==> config.mk <==
export PLATFORM = sky130hd
export DESIGN_NAME = can_id_show_hide_filter
export DESIGN_NICKNAME = d
export VERILOG_FILES = /design/src/hdl/cidf_pkg.sv /design/src/hdl/can_id_show_hide_filter.sv
export SDC_FILE = /design/constraint.sdc
export NUM_CORES = 1
export LEC_CHECK = 0
export BUFFER_PORTS_ARGS = -buffer_cell sky130_fd_sc_hd__buf_2
export CAP_MARGIN = 20
export CORE_UTILIZATION = 50
export CTS_BUF_LIST = sky130_fd_sc_hd__clkbuf_2
export CTS_CLUSTER_DIAMETER = 120
export DETAILED_ROUTE_END_ITERATION = 6
export PLACE_DENSITY = 0.7
export SLEW_MARGIN = 25
export SYNTH_ARGS = -nofsm -noshare
export SYNTH_HDL_FRONTEND = slang
export SYNTH_SLANG_ARGS = --single-unit
==> constraint.sdc <==
create_clock -name clk -period 6.3 [get_ports clk]
set_input_delay 0.315 -clock clk [delete_from_list [all_inputs] [get_ports clk]]
set_output_delay 0.315 -clock clk [all_outputs]
set_load 0.03 [all_outputs]
==> src/hdl/cidf_pkg.sv <==
// Shared constants for the CAN identifier show/hide filter.
// No dependencies; used by the top level and the checker.
package cidf_pkg;

    localparam int ID_W           = 29;
    localparam int LIST_DEPTH_DEF = 16;

    localparam logic [1:0] OP_CHECK    = 2'd0;
    localparam logic [1:0] OP_ADD_SHOW = 2'd1;
    localparam logic [1:0] OP_ADD_HIDE = 2'd2;
    localparam logic [1:0] OP_CLEAR    = 2'd3;

    localparam logic [1:0] MODE_AUTO = 2'd0;
    localparam logic [1:0] MODE_PASS = 2'd1;
    localparam logic [1:0] MODE_SHOW = 2'd2;
    localparam logic [1:0] MODE_HIDE = 2'd3;

endpackage

==> src/hdl/can_id_show_hide_filter.sv <==
// CAN identifier acceptance filter with a show list and a hide list.
// Depends on cidf_pkg. Each list is a synchronous RAM with a registered read.
//
// One item is handled at a time and each item yields one result item. Add,
// clear and checks that need no list lookup (pass-all mode or an empty list)
// deliver their result in the cycle after acceptance, and the next item can be
// taken in that same cycle. A check that looks up a list walks that list's
// RAM one entry per cycle, stopping early on the first match, and the input
// stalls for the whole walk, since each list RAM has a single read port; the
// next item can be taken in the same cycle as its result appears. A finished
// result waits in the output register while out_stall is high, and the input
// stalls until it is taken. Writes to force_mode are taken at any cycle and
// apply to the next check item.
module can_id_show_hide_filter
    import cidf_pkg::*;
#(
    parameter int LIST_DEPTH = LIST_DEPTH_DEF
)
(
    input  logic            clk,
    input  logic            rst_n,
    input  logic            in_valid,
    output logic            in_stall,
    input  logic [1:0]      opcode,
    input  logic [ID_W-1:0] can_id,
    output logic            out_valid,
    input  logic            out_stall,
    output logic            visible,
    output logic            status,
    input  logic            cfg_we,
    input  logic [1:0]      cfg_wdata
);

    localparam int CNT_W = $clog2(LIST_DEPTH + 1);
    localparam int IDX_W = (LIST_DEPTH > 1) ? $clog2(LIST_DEPTH) : 1;
    localparam logic [CNT_W-1:0] DEPTH_C = CNT_W'(LIST_DEPTH);

    localparam logic ST_IDLE = 1'b0;
    localparam logic ST_SCAN = 1'b1;

    logic [ID_W-1:0] show_mem [LIST_DEPTH];
    logic [ID_W-1:0] hide_mem [LIST_DEPTH];

    logic             state_reg,      state_next;
    logic [1:0]       force_mode_reg;
    logic [CNT_W-1:0] show_cnt_reg,   show_cnt_next;
    logic [CNT_W-1:0] hide_cnt_reg,   hide_cnt_next;
    logic [CNT_W-1:0] scan_cnt_reg,   scan_cnt_next;
    logic [CNT_W-1:0] rd_idx_reg,     rd_idx_next;
    logic             cmp_valid_reg,  cmp_valid_next;
    logic             sel_hide_reg,   sel_hide_next;
    logic [ID_W-1:0]  id_reg,         id_next;
    logic             out_valid_reg,  out_valid_next;
    logic             visible_reg,    visible_next;
    logic             status_reg,     status_next;
    logic [ID_W-1:0]  show_rd_reg;
    logic [ID_W-1:0]  hide_rd_reg;

    logic             in_accept;
    logic [1:0]       mode_eff;
    logic             show_we;
    logic             hide_we;
    logic             rd_en;
    logic             produce;
    logic             res_visible;
    logic             res_status;
    logic [ID_W-1:0]  rd_data;
    logic             hit;

    assign in_stall  = (state_reg != ST_IDLE) || (out_valid_reg && out_stall);
    assign in_accept = in_valid && !in_stall;
    assign out_valid = out_valid_reg;
    assign visible   = visible_reg;
    assign status    = status_reg;

    assign rd_data = sel_hide_reg ? hide_rd_reg : show_rd_reg;
    assign hit     = cmp_valid_reg && (rd_data == id_reg);

    // Resolve auto mode from the list fill counts.
    always_comb
    begin
        case (force_mode_reg)
            MODE_AUTO:
            begin
                if (show_cnt_reg == '0 && hide_cnt_reg == '0)
                    mode_eff = MODE_PASS;
                else if (show_cnt_reg != '0)
                    mode_eff = MODE_SHOW;
                else
                    mode_eff = MODE_HIDE;
            end
            default: mode_eff = force_mode_reg;
        endcase
    end

    always_comb
    begin
        state_next     = state_reg;
        show_cnt_next  = show_cnt_reg;
        hide_cnt_next  = hide_cnt_reg;
        scan_cnt_next  = scan_cnt_reg;
        rd_idx_next    = rd_idx_reg;
        cmp_valid_next = cmp_valid_reg;
        sel_hide_next  = sel_hide_reg;
        id_next        = id_reg;
        show_we        = 1'b0;
        hide_we        = 1'b0;
        rd_en          = 1'b0;
        produce        = 1'b0;
        res_visible    = 1'b0;
        res_status     = 1'b0;
        out_valid_next = out_valid_reg && out_stall;

        case (state_reg)
            ST_IDLE:
            begin
                if (in_accept)
                begin
                    case (opcode)
                        OP_CHECK:
                        begin
                            case (mode_eff)
                                MODE_SHOW:
                                begin
                                    if (show_cnt_reg == '0)
                                        produce = 1'b1;
                                    else
                                    begin
                                        state_next     = ST_SCAN;
                                        sel_hide_next  = 1'b0;
                                        scan_cnt_next  = show_cnt_reg;
                                        rd_idx_next    = '0;
                                        cmp_valid_next = 1'b0;
                                        id_next        = can_id;
                                    end
                                end
                                MODE_HIDE:
                                begin
                                    if (hide_cnt_reg == '0)
                                    begin
                                        produce     = 1'b1;
                                        res_visible = 1'b1;
                                    end
                                    else
                                    begin
                                        state_next     = ST_SCAN;
                                        sel_hide_next  = 1'b1;
                                        scan_cnt_next  = hide_cnt_reg;
                                        rd_idx_next    = '0;
                                        cmp_valid_next = 1'b0;
                                        id_next        = can_id;
                                    end
                                end
                                default:
                                begin
                                    produce     = 1'b1;
                                    res_visible = 1'b1;
                                end
                            endcase
                        end
                        OP_ADD_SHOW:
                        begin
                            produce = 1'b1;
                            if (show_cnt_reg < DEPTH_C)
                            begin
                                show_we       = 1'b1;
                                show_cnt_next = show_cnt_reg + 1'b1;
                            end
                            else
                                res_status = 1'b1;
                        end
                        OP_ADD_HIDE:
                        begin
                            produce = 1'b1;
                            if (hide_cnt_reg < DEPTH_C)
                            begin
                                hide_we       = 1'b1;
                                hide_cnt_next = hide_cnt_reg + 1'b1;
                            end
                            else
                                res_status = 1'b1;
                        end
                        OP_CLEAR:
                        begin
                            produce       = 1'b1;
                            show_cnt_next = '0;
                            hide_cnt_next = '0;
                        end
                        default: produce = 1'b1;
                    endcase
                end
            end
            ST_SCAN:
            begin
                // Stop on the first match or once the last read is compared.
                if (hit || (rd_idx_reg == scan_cnt_reg && !cmp_valid_reg))
                begin
                    produce        = 1'b1;
                    res_visible    = sel_hide_reg ? !hit : hit;
                    state_next     = ST_IDLE;
                    cmp_valid_next = 1'b0;
                end
                else
                begin
                    cmp_valid_next = rd_idx_reg < scan_cnt_reg;
                    if (rd_idx_reg < scan_cnt_reg)
                    begin
                        rd_en       = 1'b1;
                        rd_idx_next = rd_idx_reg + 1'b1;
                    end
                end
            end
            default: state_next = ST_IDLE;
        endcase

        visible_next = visible_reg;
        status_next  = status_reg;
        if (produce)
        begin
            out_valid_next = 1'b1;
            visible_next   = res_visible;
            status_next    = res_status;
        end
    end

    // Show list RAM: write at the fill count, read at the scan index.
    always_ff @(posedge clk)
    begin
        if (show_we)
            show_mem[show_cnt_reg[IDX_W-1:0]] <= can_id;
        if (rd_en)
            show_rd_reg <= show_mem[rd_idx_reg[IDX_W-1:0]];
    end

    // Hide list RAM.
    always_ff @(posedge clk)
    begin
        if (hide_we)
            hide_mem[hide_cnt_reg[IDX_W-1:0]] <= can_id;
        if (rd_en)
            hide_rd_reg <= hide_mem[rd_idx_reg[IDX_W-1:0]];
    end

    always_ff @(posedge clk)
    begin
        id_reg      <= id_next;
        visible_reg <= visible_next;
        status_reg  <= status_next;
    end

    always_ff @(posedge clk or negedge rst_n)
    begin
        if (!rst_n)
        begin
            state_reg      <= ST_IDLE;
            force_mode_reg <= MODE_AUTO;
            show_cnt_reg   <= '0;
            hide_cnt_reg   <= '0;
            scan_cnt_reg   <= '0;
            rd_idx_reg     <= '0;
            cmp_valid_reg  <= 1'b0;
            sel_hide_reg   <= 1'b0;
            out_valid_reg  <= 1'b0;
        end
        else
        begin
            state_reg     <= state_next;
            show_cnt_reg  <= show_cnt_next;
            hide_cnt_reg  <= hide_cnt_next;
            scan_cnt_reg  <= scan_cnt_next;
            rd_idx_reg    <= rd_idx_next;
            cmp_valid_reg <= cmp_valid_next;
            sel_hide_reg  <= sel_hide_next;
            out_valid_reg <= out_valid_next;
            if (cfg_we)
                force_mode_reg <= cfg_wdata;
        end
    end

endmodule

; Yosys cells after proc, flatten, opt, wreduce, memory -nomap -nowiden
; Memories as Yosys holds them, arrays and structs flattened. A register that Yosys moved wholly into a read port is not among the register bits.
; Cells that the tools add are included.
[word_totals]
reg_bits = 57
latch_bits = 0
mem_bits_rw = 928
romBits = 0
output_inout_bits = 4
elab_cells = 135
memories = 2
[mem_list]
columns = name, words, width, rd, rd_clocked_by_memory_dff, write_ports, line_no
row1 = hide_mem, 16, 29, 1, 1, 1, can_id_show_hide_filter.sv:42  ; logic [ID_W-1:0] hide_mem [LIST_DEPTH];
row2 = show_mem, 16, 29, 1, 1, 1, can_id_show_hide_filter.sv:41  ; logic [ID_W-1:0] show_mem [LIST_DEPTH];
[op_classes]
addsub = 3
n_mul = 0
div_mod_pow = 0
order_cmp = 3
eq_ne = 18
shifts = 0
mux = 70
bitwise = 2
reduce_logical = 25
[ops]
columns = operator, count
row1 = 2-to-1 mux 29 bit, 3
row2 = one-hot mux 29 bit (2 select lines), 1
row3 = 2-to-1 mux 5 bit, 10
row4 = one-hot mux 5 bit (2 select lines), 5
row5 = 2-to-1 mux 1 bit, 38
row6 = == test 29 bit, 1
row7 = one-hot mux 1 bit (2 select lines), 11
row8 = adder 5 x 1 -> 5 bit (second input constant), 3
row9 = inequality test 2 bit (second input constant), 6
row10 = zero test 5 bit, 2
row11 = < comparator 5 bit (second input constant), 2
row12 = == test 2 bit (second input constant), 4
row13 = AND reduction 4 bit, 2
row14 = AND reduction 7 bit, 1
row15 = inequality test 3 bit (second input constant), 2
row16 = AND reduction 6 bit, 1
row17 = nonzero test 2 bit, 3
row18 = == test 5 bit, 1
row19 = logical AND 1 bit, 5
row20 = < comparator 5 bit, 1
row21 = AND reduction 5 bit, 1
row22 = nonzero test 5 bit, 1
row23 = zero test 2 bit, 2
row24 = 2-to-1 mux 2 bit, 2
row25 = 8 further kinds, 13

; Depth between registers and ports, before layout
[depth]
ltp_word = 10
mapped_depth = 12
depth_no_buf = 9

; Worst setup path before layout
; Ideal clock, no wire load.
[synth_path]
kind = register -> register
startpoint = reg rd_idx_reg[0]
endpoint = reg rd_idx_reg[1]
setup_time_ps = 76
t_arrival_ps = 4735
required_ps = 6224
path_slack_ps = 1489
path_stages_with_launch = 10
n_path_buf = 4
period_less_slack_ps = 4811
cell_sequence = dfrtp_1 > buf_2 > buf_2 > buf_1 > inv_1 > ha_1 > and4b_1 > buf_4 > nor3_2 > a221o_1
[synth_between]
elab_chain_cells = 5
word_cells_on_any_way = 11
cone_classes = 1 x add/sub / 1 x order compare / 3 x eq/ne / 3 x mux / 3 x reduce/logical
[synth_lines]
columns = item, line_no
row1 = start: declaration, can_id_show_hide_filter.sv:49  ; logic [CNT_W-1:0] rd_idx_reg, rd_idx_next;
row2 = start signal: assignment, can_id_show_hide_filter.sv:271  ; rd_idx_reg <= rd_idx_next;
row3 = branches (longest 5 deep; another with adder 5 x 1 -> 5 bit), -
; Parallel ways; which one is timed is not known. The select of a mux whose other input is x is not followed.
; A chain may end at the register's enable or synchronous reset.

; Worst setup path in the final report
[layout_path]
startpoint = reg sel_hide_reg
endpoint = reg rd_idx_reg[1]
[layout_between]
elab_chain_cells = 6
[layout_lines]
columns = item, line_no
row1 = start: declaration, can_id_show_hide_filter.sv:51  ; logic sel_hide_reg, sel_hide_next;
row2 = start signal: assignment, can_id_show_hide_filter.sv:273  ; sel_hide_reg <= sel_hide_next;
row3 = 2-to-1 mux 29 bit, can_id_show_hide_filter.sv:76  ; assign rd_data = sel_hide_reg ? hide_rd_reg : show_rd_reg;
row4 = == test 29 bit, can_id_show_hide_filter.sv:77  ; assign hit = cmp_valid_reg && (rd_data == id_reg);
row5 = logical AND 1 bit, can_id_show_hide_filter.sv:77
row6 = logical OR 1 bit, can_id_show_hide_filter.sv:196  ; if (hit || (rd_idx_reg == scan_cnt_reg && !cmp_valid_reg))
row7 = inequality test 2 bit (no source line), -
row8 = AND reduction 7 bit (no source line), -
; Every way passes these cells.

==> out/summary.md <==
Hold timing on the final database bottoms out at a slack of 0.0678 ns. The run gives 265 MHz as the maximum operating frequency. Setup repair after global routing left no endpoint under its margin. The core region area was 79000 um2. Counting both buffers and inverters, the worst setup path holds a total of 2. In this run the most critical hold path is launched from can_id[20]. In the final routing, the length of wire on met1 measures 36.0 mm. The run gives 0.832 as the placer's final routability congestion estimate. After detailed routing, the average wire length per cell comes to 27.3 um. Clock-pin slew was measured on the worst setup and hold paths at 0.10 ns.

In this run the tool buffered the top-level ports with 41 buffer cells. The cell area after synthesis is 39900 um2, and the share of layout cells above drive strength 1 is 37.4%. The number of placed instances, taps included, is 2736. After layout, the worst path uses 59.9% of the clock period. Adding up every negative setup slack in the final design gives 0 ns. In this run the worst hold path is classified as in2reg. The cell family with the largest share of critical-path delay was simple AND/OR/NAND/NOR gates. The tools report the total track usage as 22.5%. In this run, post-CTS repair resized a total of 0 instances.

The die is 285 um tall. For the worst setup path, the data required time is 7.50 ns. The HPWL after detailed placement is 43.6 mm. The width of the die was 285 um. Counting the buffers created by CTS gives 275. On the critical path, the stage with the largest delay is an instance of sky130_fd_sc_hd__dfrtp_2. The initial antenna violation count was 2. The number of synthesized flops with an enable pin is 1017. Once the floorplan was initialized, standard cells occupied 50.5% of the core.

The post-synthesis register bit count was 1043; the number of global-route vias before repair was 20535. The logs give 0.144 mV for the highest ir drop seen on vdd and 0 for the number of warning messages in the yosys log. In the final layout, flip-flops and latches occupy 31200 um2. The tools report the number of top-level pins as 42. The cell sitting at the root of the clock tree is a sky130_fd_sc_hd__clkbuf_2. The leakage power summed over all cells was 14.0 nW; the pin count of the biggest net entering global routing was 132. Using the TritonRoute via totals, the vias-per-cell ratio works out to 5.93. For the total via count in the routed design, the log shows 19318.

The logs give 0 for the total of max-cap violations and 0 for the final global-route overflow total. The flip-flop cell with the highest count after synthesis was sky130_fd_sc_hd__edfxtp_1. The beginning of the critical path was sel_hide_reg. The synthesized design devotes to its leading area cell type 76.5% of total area. For this run, design rule violations remaining after detail routing come to 0.

In the final layout, the multi-input gates occupy 8540 um2. The iteration count of the initial detailed-routing pass was 7. The shortest clock period the worst path allows after layout was 3.78 ns; the routed length on met2 was 43.6 mm.

The transition time at the pin with the least slew margin is 1.05 ns, and the buffers inserted during post-CTS setup optimization is 0. The final number of setup-violating endpoints was 0; the total number of placement rows was 103. The clock reaches the later pin of the worst-skew pair after 1.43 ns. The flow ran to the end, and the final reports show no timing, DRC or antenna violations.

For the worst setup path, the data arrival time is 4.98 ns. For the gate count of the mapped netlist, the log shows 1684. The first-pass GRT wire length is 131 mm, and the number of fillers in the final layout is 5776. The sequential area share after synthesis is 78.1%, and the longest individual stage delay on the worst path is 1.00 ns. The class of the most critical setup path was reg2reg. The starting DRC count in detailed routing is 1921. The tools report the kind of end point of the critical path as a flop. For the floorplan die area, the log shows 81000 um2. The TritonCTS sink count is 1043.

The critical path goes through mux2i_1, xnor2_1, nor4_1, nand4_1, nor4_2, buf_4, nor3_4, buf_4, a221o_1. Relative to the synthesized area, the layout overhead comes to 12.0%. Among the stages of the critical path, the cell type that occurs most often is sky130_fd_sc_hd__buf_4. The proportion of synthesized flip-flops having asynchronous set or reset works out to 2.49%. By area the synthesized netlist is led by sky130_fd_sc_hd__edfxtp_1 (76%), sky130_fd_sc_hd__mux4_2 (16%), sky130_fd_sc_hd__dfrtp_1 (1.6%), sky130_fd_sc_hd__mux2i_1 (0.88%), sky130_fd_sc_hd__ha_1 (0.60%). Across the routed clock network, the largest skew measured is 0.127 ns. The post-detailed-route count of antenna-violating nets was 0. For this block, the routed nets add up to 88.8 mm of wire. Leaving out filler cells and counting taps, the final layout contains 3255.

For this design the ratio of total power to cell area is 268 nW/um2. When the netlist entered floorplanning its net count stood at 1741. The logs give 2114 for the number of nets in the finished design and 0 for the number of max-slew violations in the final report.

The startpoint identified for the worst register-to-register timing path is sel_hide_reg. TritonCTS built the clock tree. Relative max-transition margin: 29.9%. The tools report the kind of start point of the critical path as a flop.

Summed over all nets, wire length on met3 after detailed routing comes to 6.68 mm. The longest clock path from root to sink contains 4 buffers. The H-tree was split into 5 levels. The run gives 0 as the final hold violation count. Averaged over all synthesized cells, the footprint is 23.7 um2. In this run the worst path has a maximum fanout of 61.

The netlist uses 49 different library cells. Routed signal wires occupy layers up through met4. Summed over all instances, the cell type with the most area after synthesis is sky130_fd_sc_hd__edfxtp_1.
[synthesized netlist by cell type (7+ instances only)]
cell	number
sky130_fd_sc_hd__nand2_1	25
sky130_fd_sc_hd__nor3_1	12
sky130_fd_sc_hd__inv_1	18
sky130_fd_sc_hd__mux2i_1	35
sky130_fd_sc_hd__edfxtp_1	1017
sky130_fd_sc_hd__xnor2_1	24
sky130_fd_sc_hd__nor2_1	35
sky130_fd_sc_hd__buf_1	18
sky130_fd_sc_hd__mux4_2	290
sky130_fd_sc_hd__clkbuf_1	58
sky130_fd_sc_hd__nor4_1	7
sky130_fd_sc_hd__o21ai_0	14
sky130_fd_sc_hd__dfrtp_1	26
sky130_fd_sc_hd__a21oi_1	11
sky130_fd_sc_hd__ha_1	19
[per-stage QoR]
step	total power, mW	setup slack [ns]	util, %	instance area (um2)
after floorplan	7.77	1.49	-	39900
after global placement	7.86	2.69	52.8	41700
after detailed placement	7.87	2.57	52.8	41700
after CTS	12.1	2.55	56.7	44800
after global routing	12.5	2.27	56.6	44700
final	12.0	2.52	56.6	44700
[cell families after synthesis]
logic type / Yosys count / share of synthesized area, %
buf+inv: 103 / 1.06
simple gates: 108 / 1.34
flops: 1043 / 78.1
compound gates: 52 / 0.890
fa+ha+maj: 20 / 0.620
mux: 328 / 17.3
xor+xnor: 30 / 0.658
[layout by cell type, fill, tap and decap left out, types with 4 or more instances in the layout]
cell,count
sky130_fd_sc_hd__clkbuf_2,362
sky130_fd_sc_hd__ha_1,19
sky130_fd_sc_hd__o21ai_0,14
sky130_fd_sc_hd__dlygate4sd3_1,67
sky130_fd_sc_hd__nor3_2,7
sky130_fd_sc_hd__clkinv_2,7
sky130_fd_sc_hd__buf_12,5
sky130_fd_sc_hd__inv_1,18
sky130_fd_sc_hd__xnor2_1,24
sky130_fd_sc_hd__edfxtp_1,1017
sky130_fd_sc_hd__mux4_2,290
sky130_fd_sc_hd__dfrtp_4,4
sky130_fd_sc_hd__clkinv_1,44
sky130_fd_sc_hd__nor4_1,7
sky130_fd_sc_hd__nor2_4,24
sky130_fd_sc_hd__nand2b_1,4
sky130_fd_sc_hd__nand2_1,25
sky130_fd_sc_hd__nor3_1,5
sky130_fd_sc_hd__a21oi_1,11
sky130_fd_sc_hd__diode_2,7
sky130_fd_sc_hd__buf_2,63
sky130_fd_sc_hd__mux2i_1,35
sky130_fd_sc_hd__buf_4,42
sky130_fd_sc_hd__a21o_1,4
sky130_fd_sc_hd__dfrtp_1,21
sky130_fd_sc_hd__bufinv_16,4
sky130_fd_sc_hd__a22o_1,4
sky130_fd_sc_hd__nor2_1,11
sky130_fd_sc_hd__xor2_1,6
[tightest hold or removal path: cells and delay by family]
family,cells,cell delay (ns)
buffers and inverters,3,0.91
[final cells by class]
type	instances	share of cell area, %
sequential	1043	69.8
antenna	7	0.0392
inverter	18	0.151
timing repair buffer	181	3.24
clock inverter	58	0.741
clock buffer	360	4.03
tap	1050	2.94
multi-input combinational	538	19.1
[what timing repair did]
item	CTS	global route
hold buffers	88	5
endpoints found under the hold margin	1147	46
setup endpoints to repair	0	0
[metal layers]
layer / vias to the layer above / GRT usage (%)
met5: - / 0
met1: 10213 / 30.7
li1: 8057 / -
met2: 880 / 35.5
met4: 0 / 9.46
met3: 168 / 4.96
[path summary, 6_finish.rpt]
| path | end | slack [ns] | depth (start not counted) |
|---|---|---|---|
| setup / recovery | rd_idx_reg[1] | 2.52 | 9 |
| setup reg to reg | rd_idx_reg[1] | 2.52 | 9 |
| hold / removal | hide_mem[7][20] | 0.07 | 3 |
| hold reg to reg | scan_cnt_reg[4] | 0.55 | 2 |
| min in group asynchronous | state_reg | 0.48 | 5 |
| max in group asynchronous | rd_idx_reg[1] | 5.56 | 5 |
[power breakdown]
part           switching [mW]  internal, mW  total (mW)
sequential            0.00308          7.59        7.59
combinational           0.111        0.0500       0.161
clock                    2.55          1.69        4.23
Power figures use the tool's default switching activity.
